==> src/xcrc_pkg.sv <==
`default_nettype none
package xcrc_pkg;
  localparam logic [7:0] SOH = 8'h01;
  localparam logic [7:0] EOT = 8'h04;
  localparam logic [7:0] ACK = 8'h06;
  localparam logic [7:0] NACK = 8'h15;
  localparam logic [7:0] SYNC = 8'h43;
  localparam logic [1:0] FN_START = 2'd0;
  localparam logic [1:0] FN_BYTE = 2'd1;
  localparam logic [1:0] FN_TICK = 2'd2;
  localparam logic [1:0] ST_IDLE = 2'd0;
  localparam logic [1:0] ST_RUN = 2'd1;
  localparam logic [1:0] ST_OK = 2'd2;
  localparam logic [1:0] ST_FAIL = 2'd3;
  localparam logic [1:0] DM_LE = 2'd1;
  localparam logic [1:0] DM_BE = 2'd2;

  // one command from front to back
  typedef struct packed {
    logic       tx_valid;
    logic [7:0] tx_byte;
    logic       burst;
    logic [1:0] status;
    logic       last;
  } cmd_t;

  function automatic logic [15:0] crc_byte(input logic [15:0] crc, input logic [7:0] b);
    logic [15:0] c;
    c = crc ^ {b, 8'h00};
    for (int i = 0; i < 8; i++) c = c[15] ? ((c << 1) ^ 16'h1021) : (c << 1);
    return c;
  endfunction
endpackage
`default_nettype wire

==> src/xmodem_crc_receiver_loader.sv <==
// a reply passes the front's pending register and the back's output register to the result ports
// a new item is taken only after all results of the last (none, one reply, two replies) are passed on
// a good new packet drains 64 writes from the packet store, holding off input until
// the last write is on the result ports; output is held while full and not popped
// rst (synchronous, active high) returns to idle with 255 retries; store not cleared
`default_nettype none
module xmodem_crc_receiver_loader #(
  parameter int ADDR_BITS = 24
) (
  input  wire logic                 clk,
  input  wire logic                 rst,
  input  wire logic                 push,
  output logic                      full,
  input  wire logic [1:0]           func,
  input  wire logic [7:0]           rx_byte,
  output logic                      empty,
  input  wire logic                 pop,
  output logic                      tx_valid,
  output logic [7:0]                tx_byte,
  output logic [1:0]                write_count,
  output logic [ADDR_BITS-1:0]      write_address,
  output logic [15:0]               write_first,
  output logic [7:0]                write_second,
  output logic [1:0]                status,
  output logic                      last,
  input  wire logic                 cfg_valid,
  output logic                      cfg_ready,
  input  wire logic [1:0]           cfg_data
);
  import xcrc_pkg::*;
  logic [1:0] dump_mode;
  logic in_ready, cmd_valid, cmd_ready, burst_busy, start_pulse, mem_we;
  logic [6:0] mem_addr;
  logic [7:0] mem_data;
  cmd_t cmd;

  assign full = !in_ready;
  assign cfg_ready = 1'b1;

  always_ff @(posedge clk) begin
    if (rst) dump_mode <= '0;
    else if (cfg_valid) dump_mode <= cfg_data;
  end

  xcrc_front u_front (
    .clk, .rst, .in_valid(push), .in_ready, .func, .rx_byte, .cmd, .cmd_valid,
    .cmd_ready, .burst_busy, .start_pulse, .mem_we, .mem_addr, .mem_data
  );

  xcrc_back #(.ADDR_BITS(ADDR_BITS)) u_back (
    .clk, .rst, .dump_mode, .cmd, .cmd_valid, .cmd_ready, .burst_busy, .start_pulse,
    .mem_we, .mem_addr, .mem_data, .empty, .pop, .tx_valid, .tx_byte, .write_count,
    .write_address, .write_first, .write_second, .status, .last
  );
endmodule
`default_nettype wire

==> src/xcrc_front.sv <==
`default_nettype none
module xcrc_front (
  input  wire logic              clk,
  input  wire logic              rst,
  input  wire logic              in_valid,
  output logic                   in_ready,
  input  wire logic [1:0]        func,
  input  wire logic [7:0]        rx_byte,
  output xcrc_pkg::cmd_t         cmd,
  output logic                   cmd_valid,
  input  wire logic              cmd_ready,
  input  wire logic              burst_busy,
  output logic                   start_pulse,
  output logic                   mem_we,
  output logic [6:0]             mem_addr,
  output logic [7:0]             mem_data
);
  import xcrc_pkg::*;
  typedef enum logic [2:0] {PH_IDLE, PH_SYNC, PH_RECV, PH_DONE, PH_FAIL} phase_t;
  typedef enum logic [1:0] {S_IN, S_OUT} step_t;

  phase_t phase;
  step_t step;
  logic [3:0] sync_tries_left;
  logic [11:0] sync_timer;
  logic [7:0] byte_index;
  logic [6:0] idle_byte_timer;
  logic [10:0] idle_packet_timer;
  logic [7:0] retries_left, previous_block, header_byte, block_number;
  logic [15:0] running_crc, received_crc;
  // pending results: up to two replies
  cmd_t q0, q1;
  logic [1:0] qn;

  function automatic logic [1:0] st_of(input phase_t p);
    case (p)
      PH_SYNC, PH_RECV: return ST_RUN;
      PH_DONE: return ST_OK;
      PH_FAIL: return ST_FAIL;
      default: return ST_IDLE;
    endcase
  endfunction

  assign in_ready = (step == S_IN) && !burst_busy;
  assign cmd = q0;
  assign cmd_valid = (step == S_OUT) && (qn != 2'd0);

  always_ff @(posedge clk) begin
    mem_we <= 1'b0;
    start_pulse <= 1'b0;
    if (rst) begin
      phase <= PH_IDLE; step <= S_IN; sync_tries_left <= '0; sync_timer <= '0;
      byte_index <= '0; idle_byte_timer <= '0; idle_packet_timer <= '0;
      retries_left <= 8'hFF; previous_block <= 8'hFF; header_byte <= '0;
      block_number <= '0; running_crc <= '0; received_crc <= '0; qn <= '0;
    end else if (step == S_IN) begin
      if (in_valid && in_ready) begin : take
        phase_t ph;
        logic [1:0] st_prev;
        logic [7:0] bi, rl;
        logic [6:0] ibt;
        logic [10:0] ipt;
        logic [11:0] stm;
        logic [1:0] n;
        logic r0v, r1v, burst;
        logic [7:0] r0b;
        ph = phase; st_prev = st_of(phase); bi = byte_index; rl = retries_left;
        ibt = idle_byte_timer; ipt = idle_packet_timer; stm = sync_timer;
        n = 0; r0v = 0; r1v = 0; r0b = 0; burst = 0;
        case (func)
          FN_START: begin
            start_pulse <= 1'b1; rl = 8'hFF; previous_block <= 8'hFF;
            bi = 0; ibt = 0; ipt = 0; running_crc <= '0; stm = 0;
            sync_tries_left <= 4'd9; ph = PH_SYNC; n = 1; r0v = 1; r0b = SYNC;
          end
          FN_BYTE: begin
            if (ph == PH_SYNC) begin ph = PH_RECV; bi = 0; end
            if (ph == PH_RECV) begin
              ibt = 0;
              if (bi == 0) begin
                running_crc <= '0; header_byte <= rx_byte;
              end else if (bi == 1) block_number <= rx_byte;
              else if (bi >= 3 && bi <= 130) begin
                mem_we <= 1'b1; mem_addr <= 7'(bi - 8'd3); mem_data <= rx_byte;
                running_crc <= crc_byte(running_crc, rx_byte);
              end else if (bi == 131) received_crc[15:8] <= rx_byte;
              else if (bi == 132) received_crc[7:0] <= rx_byte;
              if (bi == 0 && rx_byte == EOT) begin
                n = 1; r0v = 1; r0b = ACK; ph = PH_DONE;
              end else if (bi >= 132) begin
                bi = 0; ibt = 0; ipt = 0; n = 1; r0v = 1;
                if (header_byte != SOH ||
                    running_crc != {received_crc[15:8], rx_byte}) begin
                  r0b = NACK;
                  if (rl > 0) rl = rl - 1;
                  if (rl == 0) ph = PH_FAIL;
                end else begin
                  rl = 8'hFF; r0b = ACK;
                  if (block_number != previous_block) begin
                    burst = 1; previous_block <= block_number;
                  end
                end
              end else bi = bi + 1;
            end
          end
          FN_TICK: begin
            if (ph == PH_SYNC || ph == PH_RECV) begin
              if (ipt != 11'h7FF) ipt = ipt + 1;
              if (ph == PH_SYNC) begin
                stm = stm + 1;
                if (stm >= 12'd3000) begin
                  stm = 0;
                  if (sync_tries_left > 0) begin
                    sync_tries_left <= sync_tries_left - 1; n = 1; r0v = 1; r0b = SYNC;
                  end else ph = PH_FAIL;
                end
              end else begin
                if (ibt != 7'h7F) ibt = ibt + 1;
                if (ibt > 7'd100) begin
                  ibt = 0; bi = 0; n = 1; r0v = 1; r0b = NACK;
                  if (ipt > 11'd1000) begin
                    if (rl > 0) rl = rl - 1;
                    n = 2; r1v = 1;
                  end
                  if (rl == 0) ph = PH_FAIL;
                end
              end
            end
          end
          default: ;
        endcase
        if (n == 0 && st_of(ph) != st_prev) n = 1;
        q0.tx_valid <= r0v; q0.tx_byte <= r0b; q0.burst <= burst;
        q0.status <= st_of(ph); q0.last <= (n == 1);
        q1.tx_valid <= r1v; q1.tx_byte <= r1v ? NACK : 8'h00; q1.burst <= 1'b0;
        q1.status <= st_of(ph); q1.last <= 1'b1;
        qn <= n; phase <= ph; byte_index <= bi; retries_left <= rl;
        idle_byte_timer <= ibt; idle_packet_timer <= ipt; sync_timer <= stm;
        step <= S_OUT;
      end
    end else begin
      if (qn == 0) step <= S_IN;
      else if (cmd_ready) begin
        q0 <= q1; qn <= qn - 1;
      end
    end
  end
endmodule
`default_nettype wire

==> src/xcrc_back.sv <==
`default_nettype none
module xcrc_back #(
  parameter int ADDR_BITS = 24
) (
  input  wire logic                 clk,
  input  wire logic                 rst,
  input  wire logic [1:0]           dump_mode,
  input  wire xcrc_pkg::cmd_t       cmd,
  input  wire logic                 cmd_valid,
  output logic                      cmd_ready,
  output logic                      burst_busy,
  input  wire logic                 start_pulse,
  input  wire logic                 mem_we,
  input  wire logic [6:0]           mem_addr,
  input  wire logic [7:0]           mem_data,
  output logic                      empty,
  input  wire logic                 pop,
  output logic                      tx_valid,
  output logic [7:0]                tx_byte,
  output logic [1:0]                write_count,
  output logic [ADDR_BITS-1:0]      write_address,
  output logic [15:0]               write_first,
  output logic [7:0]                write_second,
  output logic [1:0]                status,
  output logic                      last
);
  import xcrc_pkg::*;
  logic [7:0] mem_lo [64];
  logic [7:0] mem_hi [64];
  logic [7:0] rd_lo, rd_hi;
  logic [ADDR_BITS-1:0] load_address;
  cmd_t cur;
  logic busy, rd_ok, out_full;
  logic [5:0] k;
  logic bytes;

  assign bytes = !(dump_mode == DM_LE || dump_mode == DM_BE);
  assign burst_busy = busy;
  assign cmd_ready = !busy && (!out_full || pop);
  assign empty = !out_full;

  always_ff @(posedge clk) begin
    if (mem_we && !mem_addr[0]) mem_lo[mem_addr[6:1]] <= mem_data;
    if (mem_we && mem_addr[0]) mem_hi[mem_addr[6:1]] <= mem_data;
    rd_lo <= mem_lo[k];
    rd_hi <= mem_hi[k];
  end

  always_ff @(posedge clk) begin
    if (rst) begin
      busy <= 1'b0; rd_ok <= 1'b0; out_full <= 1'b0; k <= '0; load_address <= '0;
    end else begin
      if (out_full && pop) out_full <= 1'b0;
      if (start_pulse) load_address <= '0;
      if (!busy) begin
        if (cmd_valid && cmd_ready) begin
          if (cmd.burst) begin
            busy <= 1'b1; cur <= cmd; k <= '0; rd_ok <= 1'b0;
          end else begin
            out_full <= 1'b1; tx_valid <= cmd.tx_valid; tx_byte <= cmd.tx_byte;
            write_count <= '0; write_address <= '0; write_first <= '0;
            write_second <= '0; status <= cmd.status; last <= cmd.last;
          end
        end
      end else if (!rd_ok) begin
        rd_ok <= 1'b1;
      end else if (!out_full || pop) begin
        out_full <= 1'b1;
        tx_valid <= (k == 6'd63) && cur.tx_valid;
        tx_byte <= (k == 6'd63) ? cur.tx_byte : 8'h00;
        status <= cur.status;
        last <= (k == 6'd63) && cur.last;
        write_address <= load_address;
        if (bytes) begin
          write_count <= 2'd2; write_first <= {8'h00, rd_lo}; write_second <= rd_hi;
          load_address <= load_address + ADDR_BITS'(2);
        end else begin
          write_count <= 2'd1; write_second <= 8'h00;
          write_first <= (dump_mode == DM_LE) ? {rd_hi, rd_lo} : {rd_lo, rd_hi};
          load_address <= load_address + ADDR_BITS'(1);
        end
        rd_ok <= 1'b0;
        if (k == 6'd63) busy <= 1'b0;
        else k <= k + 6'd1;
      end
    end
  end
endmodule
`default_nettype wire
==> config.mk <==
export PLATFORM = sky130hd
export DESIGN_NAME = xmodem_crc_receiver_loader
export DESIGN_NICKNAME = d
export VERILOG_FILES = /design/src/xcrc_pkg.sv /design/src/xmodem_crc_receiver_loader.sv /design/src/xcrc_front.sv /design/src/xcrc_back.sv
export SDC_FILE = /design/constraint.sdc
export NUM_CORES = 2
export LEC_CHECK = 0
export ABC_AREA = 0
export BUFFER_PORTS_ARGS = -buffer_cell sky130_fd_sc_hd__buf_2
export CORE_UTILIZATION = 26
export CTS_CLUSTER_DIAMETER = 60
export DETAILED_ROUTE_END_ITERATION = 6
export GPL_TIMING_DRIVEN = 0
export PLACE_DENSITY = 0.46
export SYNTH_ARGS = -nofsm -noshare
export SYNTH_HDL_FRONTEND = slang
export SYNTH_SLANG_ARGS = --single-unit
==> constraint.sdc <==
create_clock -name clk -period 8.7 [get_ports clk]
set_input_delay 0.435 -clock clk [delete_from_list [all_inputs] [get_ports clk]]
set_output_delay 0.435 -clock clk [all_outputs]
set_load 0.01 [all_outputs]
## After elaboration in Yosys (flattened, before gate mapping)

Memories as Yosys holds them, arrays and structs flattened. A register that Yosys moved wholly into a read port is not among the register bits.
Index checks and enable logic that the tools add are counted.
Widths: inputs -> output; s select.

- Register bits after elaboration: 255
- Bits in writable memories: 1024
- Bits of input ports: 17
- Memories kept: 2

- Add/subtract/negate cells: 11
- $lt $le $gt $ge: 8
- Eq/ne operators: 44
- Mux-type cells: 257
- Bitwise operators: 18
- Reductions and logical operators: 61

Memory list:

| name | words | bits a word | read ports | clocked after Yosys merged registers in | wr ports | RTL line | source |
|---|---|---|---|---|---|---|---|
| u_back.mem_hi | 64 | 8 | 1 | 1 | 1 | xcrc_back.sv:29 | `logic [7:0] mem_hi [64];` |
| u_back.mem_lo | 64 | 8 | 1 | 1 | 1 | xcrc_back.sv:28 | `logic [7:0] mem_lo [64];` |

Operators by type and width:

| operator | count |
|---|---|
| $mux 8 | 58 |
| $mux 24 | 10 |
| $mux 16 | 11 |
| $mux 13 | 12 |
| $mux 11 | 10 |
| $mux 7 | 12 |
| $mux 2 | 38 |
| $pmux 8 s3 | 3 |
| $mux 1 | 57 |
| $mux 3 | 19 |
| $mux 12 | 3 |
| $mux 6 | 6 |
| $pmux 11 s3 | 1 |
| $pmux 16 s2 | 1 |
| $add 24x1->24 const B | 1 |
| $add 24x2->24 const B | 1 |
| $logic_not 8->1 | 3 |
| $not 3->3 | 8 |
| $pmux 12 s2 | 1 |
| $reduce_and 6->1 | 4 |
| $reduce_and 8->1 | 3 |
| $pmux 7 s3 | 1 |
| $ne 2x1->1 const B | 10 |
| $reduce_and 5->1 | 4 |
| 58 further kinds | 122 |

## Logic depth before layout (Yosys ltp)

- Depth after elaboration: 40
- Depth in mapped cells: 14
- Mapped depth without buffers: 12

## Modules after synthesis

Synthesis repeated with hierarchy kept, for this count alone.

- Cell total of the unflattened synthesis: 3206
- Area total of the unflattened synthesis: 52486.6 um^2

Modules (own cells, without submodules):

| module | times used | cells an instance | area each (um^2) | seq. area each (um^2) |
|---|---|---|---|---|
| xcrc_back | 1 | 2265 | 44659.1 | 33952.6 |
| xcrc_front | 1 | 932 | 7744.9 | 2962.8 |
| xmodem_crc_receiver_loader | 1 | 9 | 82.6 | 40.0 |

## Worst setup path before layout

Ideal clock, no wire load.

- Path type: register to register
- Start point: register u_front.qn[0]
- End point: register u_back.last, enable pin
- Setup time: 0.549 ns
- Data arrival time: 5.097 ns
- Path slack: 3.054 ns
- Stages on the path, launching flop included: 8
- Path buffers: 0
- Path through: dfxtp_1 > inv_1 > ha_1 > nand2b_1 > nand2b_1 > nor2_1 > nor2_1 > nor3_1

- Cells in the longest elaborated chain, start to end: 5

RTL lines:

| what | RTL line | source |
|---|---|---|
| start: declaration | xcrc_front.sv:33 | `logic [1:0] qn;` |
| start signal: assignment | xcrc_front.sv:137 | `qn <= n; phase <= ph; byte_index <= bi; retries_left <= rl;` |
| start signal: assignment | xcrc_front.sv:144 | `q0 <= q1; qn <= qn - 1;` |
| $reduce_bool 2->1 | xcrc_front.sv:46 | `assign cmd_valid = (step == S_OUT) && (qn != 2'd0);` |
| $logic_and 1x1->1 | xcrc_front.sv:46 |  |
| $logic_and 1x1->1 | xcrc_back.sv:56 | `if (cmd_valid && cmd_ready) begin` |
| $reduce_bool 2->1 (no line) | -- |  |
| $reduce_and 5->1 (no line) | -- |  |
| end signal: assignment | xcrc_back.sv:72 | `last <= (k == 6'd63) && cur.last;` |
| end: declaration | xcrc_back.sv:25 | `output logic last` |

No other way between the ends.
A chain may end at the register's enable or synchronous reset.

## Final worst setup path

- Start point: input rx_byte[1]
- End point: register u_front.q0 (netlist bit u_front.cmd[0]), data pin

- Cells in the longest elaborated chain, start to end: 25

RTL lines:

| what | RTL line | source |
|---|---|---|
| start: declaration | xmodem_crc_receiver_loader.sv:15 | `input wire logic [7:0] rx_byte,` |
| $ne 16x16->1 | xcrc_front.sv:93 | `running_crc != {received_crc[15:8], rx_byte}) begin` |
| $logic_or 1x1->1 | xcrc_front.sv:92 | `if (header_byte != SOH \|\|` |
| $mux 3 | xcrc_front.sv:92 |  |
| $mux 3 | xcrc_front.sv:90 | `end else if (bi >= 132) begin` |
| $mux 3 | xcrc_front.sv:88 | `if (bi == 0 && rx_byte == EOT) begin` |
| $mux 3 | xcrc_front.sv:78 | `if (ph == PH_RECV) begin` |
| $pmux 3 s3 | xcrc_front.sv:70 | `case (func)` |
| $mux 3 | xcrc_front.sv:57 | `if (in_valid && in_ready) begin : take` |
| [... 9 more ...] | -- |  |
| $logic_and 1x1->1 | xcrc_front.sv:132 | `if (n == 0 && st_of(ph) != st_prev) n = 1;` |
| $mux 2 (*) | xcrc_front.sv:132 |  |
| $mux 2 (*) | xcrc_front.sv:57 |  |
| $mux 2 (*) | xcrc_front.sv:56 | `end else if (step == S_IN) begin` |
| $mux 2 (*) | xcrc_front.sv:51 | `if (rst) begin` |
| $eq 2x1->1 (*) | xcrc_front.sv:134 | `q0.status <= st_of(ph); q0.last <= (n == 1);` |
| $mux 13 (*) | xcrc_front.sv:57 |  |
| $mux 13 (*) | xcrc_front.sv:56 |  |
| end signal: assignment | xcrc_front.sv:144 |  |
| end: declaration | xcrc_front.sv:32 | `cmd_t q0, q1;` |

Mark *: on every way between the ends. The rest lies on a longest branch, timed or not. The select of a mux whose other input is x is not followed.

==> results.cfg <==
[floorplan]
core_mm2 = 0.198
io_pins = 82
row_count = 163
design.die.area_mm2 = 0.202
die_w_um = 449
die_h_um = 449
start_util_pct = 26.3

[sta]
setup_viol = 0
slew_headroom_pct = -3.02
fmax_ghz = 0.217
final.setup.tns_ns = 0
hold_viol = 0
slew_viol_final = 11
period_needed_ns = 4.60
final.setup_skew_ns = 0.0260
period_share_pct = 52.9
rsz0062_at_grt = false
worstMarginPinSlew_ns = 1.55

[clocking]
clockRootBuffer = clkbuf_16
cts_tree = done
clockBufferDepth = 3
cts_resized = 0
clk_latency_ns = 0.79
path_clk_slew_ns = 0.05
clock_sinks = 1277
cts_buffers = 145
hold_buffers = 11
h-tree-depth = 4
post_cts_buffers = 0

[final_layout]
nets = 3327
fin_cells = 6047
fin_area_mm2 = 0.0622
layout_commonest_cell = edfxtp_1
layout-drive-gt1-share_pct = 21.1
final_cell_mix = edfxtp_1, mux4_2, nor2_1
areaGrowthSynthToFinish_pct = 19.5

[logic_synthesis]
synth_top_area_cell = edfxtp_1
ys_async_sr_fraction_pct = 0
yosys-top-cells-area = edfxtp_1, mux4_2, dfxtp_1
synth-edff-count = 1120
ys_dominant_reg_cell = edfxtp_1
syn_inst = 3000
ys_seq_elements = 1277
yosysWarnings = 0
syn-cell-area_mm2 = 0.0520
ys_types = 79
syn_avg_cell_area_um2 = 17.3
synth_top_area_share_pct = 64.6
synth-seq-area-share_pct = 70.7

[flow_run]
drv_cap = 1

[setup_path]
crit_type = primary input to flip-flop
startpoint = rx_byte[1]
crit_required_ns = 9.31
r2r_start = u_back.k[0]$_SDFFE_PP0P_
r2r_slack_ns = 4.10
crit_path_start_kind = primary input
crit_fanout = 7
cp-end-kind = flip-flop
worstPathArrival_ns = 5.21

[placement]
dp_cells = 5772
io_buffers = 76
placed_area_mm2 = 0.0570
gp_congestion = 0.837
detailed_place_hpwl_mm = 103

[global_route]
track_usage_pct = 14.4
grt_pass1_vias = 28700
antenna_found_initial = 9
grt_max_degree = 33
grt_pass1_wl_mm = 211
gr-total-overflow = 0

[power_and_ir_drop]
p_switching_w = 0.00271
total_power_w = 0.0133
powerDensity_mw_per_mm2 = 214
internal-power_w = 0.0106
p_comb_share_pct = 1.8
ir_worst_vdd_mv = 0.134
pwr-share-clk_pct = 48.7
seqPwrFrac_pct = 49.5
switching_share_pct = 20.4
leakage_nw = 19.2

[route]
first_pass_iters = 5
vias = 28400
drt_iter0_markers = 2486
totalWireLength_mm = 148
ant_nets = 0
wl_per_cell_um = 24.4
via_per_inst = 4.69
drc = 0

[worst_hold_path]
worstHoldStart = rx_byte[5]
min_path_type = primary input to flip-flop

[outcome]
violations = capacitance limit, slew limit
status = finished with violations
cell type report:
class	count	area [um2]
fillers	19300	136000
flip-flops and latches	1277	36800
multi-input cells	1513	14500
clock buffers	176	3930
well taps	2640	3300
repair buffers	141	1780
clock inverters	87	1130
plain buffers	179	721
inverters	33	124
diodes	1	2.50
cell families after synthesis:
group / after synthesis / synth area share, %
AO/OA/AOI/OAI: 312 / 3.83
XOR/XNOR: 77 / 1.30
adder cells (fa/ha/maj): 20 / 0.481
buffers and inverters: 212 / 1.62
flip-flops: 1277 / 70.7
multiplexers: 389 / 15.6
other: 2 / 0.0144
AND/OR/NAND/NOR: 711 / 6.51
power groups by stage:
| stage | combinational [W] | sequential (W) | clock [W] |
|---|---|---|---|
| after global placement | 0.000235 | 0.00673 | 0 |
| final | 0.000238 | 0.00660 | 0.00649 |
| after global routing | 0.000262 | 0.00660 | 0.00683 |
| after detailed placement | 0.000236 | 0.00673 | 0 |
| after CTS | 0.000242 | 0.00660 | 0.00663 |
| after floorplan | 0.000150 | 0.00673 | 0 |
final timing paths:
path / to / cells after the start
max: u_front.cmd[0]$_SDFFCE_PP1P_ / 13
min: u_front.mem_data[5]$_DFFE_PP_ / 1
max reg2reg: u_back.rd_hi[0]$_DFF_P_ / 6
min reg2reg: u_back.cur[0]$_DFFE_PP_ / 0
flip-flops by register name, indices dropped and copies added (netlist names), 8 cells and up:
signal / count
u_back.mem_hi: 512
u_back.mem_lo: 512
u_back.load_address: 24
u_back.write_address: 24
u_back.write_first: 16
u_front.running_crc: 16
u_front.sync_timer: 12
u_front.idle_packet_timer: 11
u_front.cmd: 10
u_back.cur: 9
u_back.rd_hi: 8
u_back.rd_lo: 8
u_back.write_second: 8
u_front.block_number: 8
u_front.byte_index: 8
u_front.header_byte: 8
u_front.mem_data: 8
u_front.previous_block: 8
u_front.received_crc: 8
u_front.retries_left: 8
synthesized netlist by cell type, types with 8 or more instances:
cell      number
a22oi_1       10
dfxtp_1      157
nor2b_1       11
o21ai_1        9
a31oi_1       19
clkbuf_1     140
o211ai_1       9
and3_1        27
xnor2_1       47
nor3b_1       19
or3_1         12
and2_1        38
o21a_1         8
nand2_1      125
nor4_1        12
mux4_2       336
buf_1         31
o22ai_1       10
inv_1         33
o21bai_1       8
nand3b_1      15
and4_1         8
nor2_1       299
ha_1          20
edfxtp_1    1120
nand4_1       22
a21boi_0      10
nand3_1       46
xor2_1        30
mux2i_1       44
a21o_1        10
a21oi_1       99
nand2b_1      13
nor3_1        39
o21ai_0       56
a311oi_1       9
worst max-delay path, stage by stage:
cell,delay [ns]
dlygate4sd3_1,0.52
buf_2,0.14
clkbuf_1,0.38
xor2_1,0.13
nor4_1,0.33
nand3_1,0.22
o41ai_1,1.22
nor3_1,0.22
a31oi_1,0.54
nor4_1,0.17
nor4_1,0.54
a211oi_1,0.15
a21boi_1,0.21
per-layer routing:
metal / global-route usage [%] / vias up / wire (um)
met4: 3.86 / 0 / 3160
met5: 0 / - / 0
met3: 2.51 / 187 / 7280
met1: 19.2 / 14900 / 64300
li1: - / 12600 / -
met2: 24.2 / 747 / 73000
through the flow:
stage	hold WS (ns)	setup slack (ns)	util (%)
2_1_floorplan	0.422	3.05	-
3_3_place_gp	0.443	0.195	28.1
3_5_place_dp	0.441	3.96	28.8
4_1_cts	0.000326	3.97	31.4
5_1_grt	0.0116	3.94	31.4
6_report	0.0540	4.10	31.4
(Power assumes the default switching activity.)
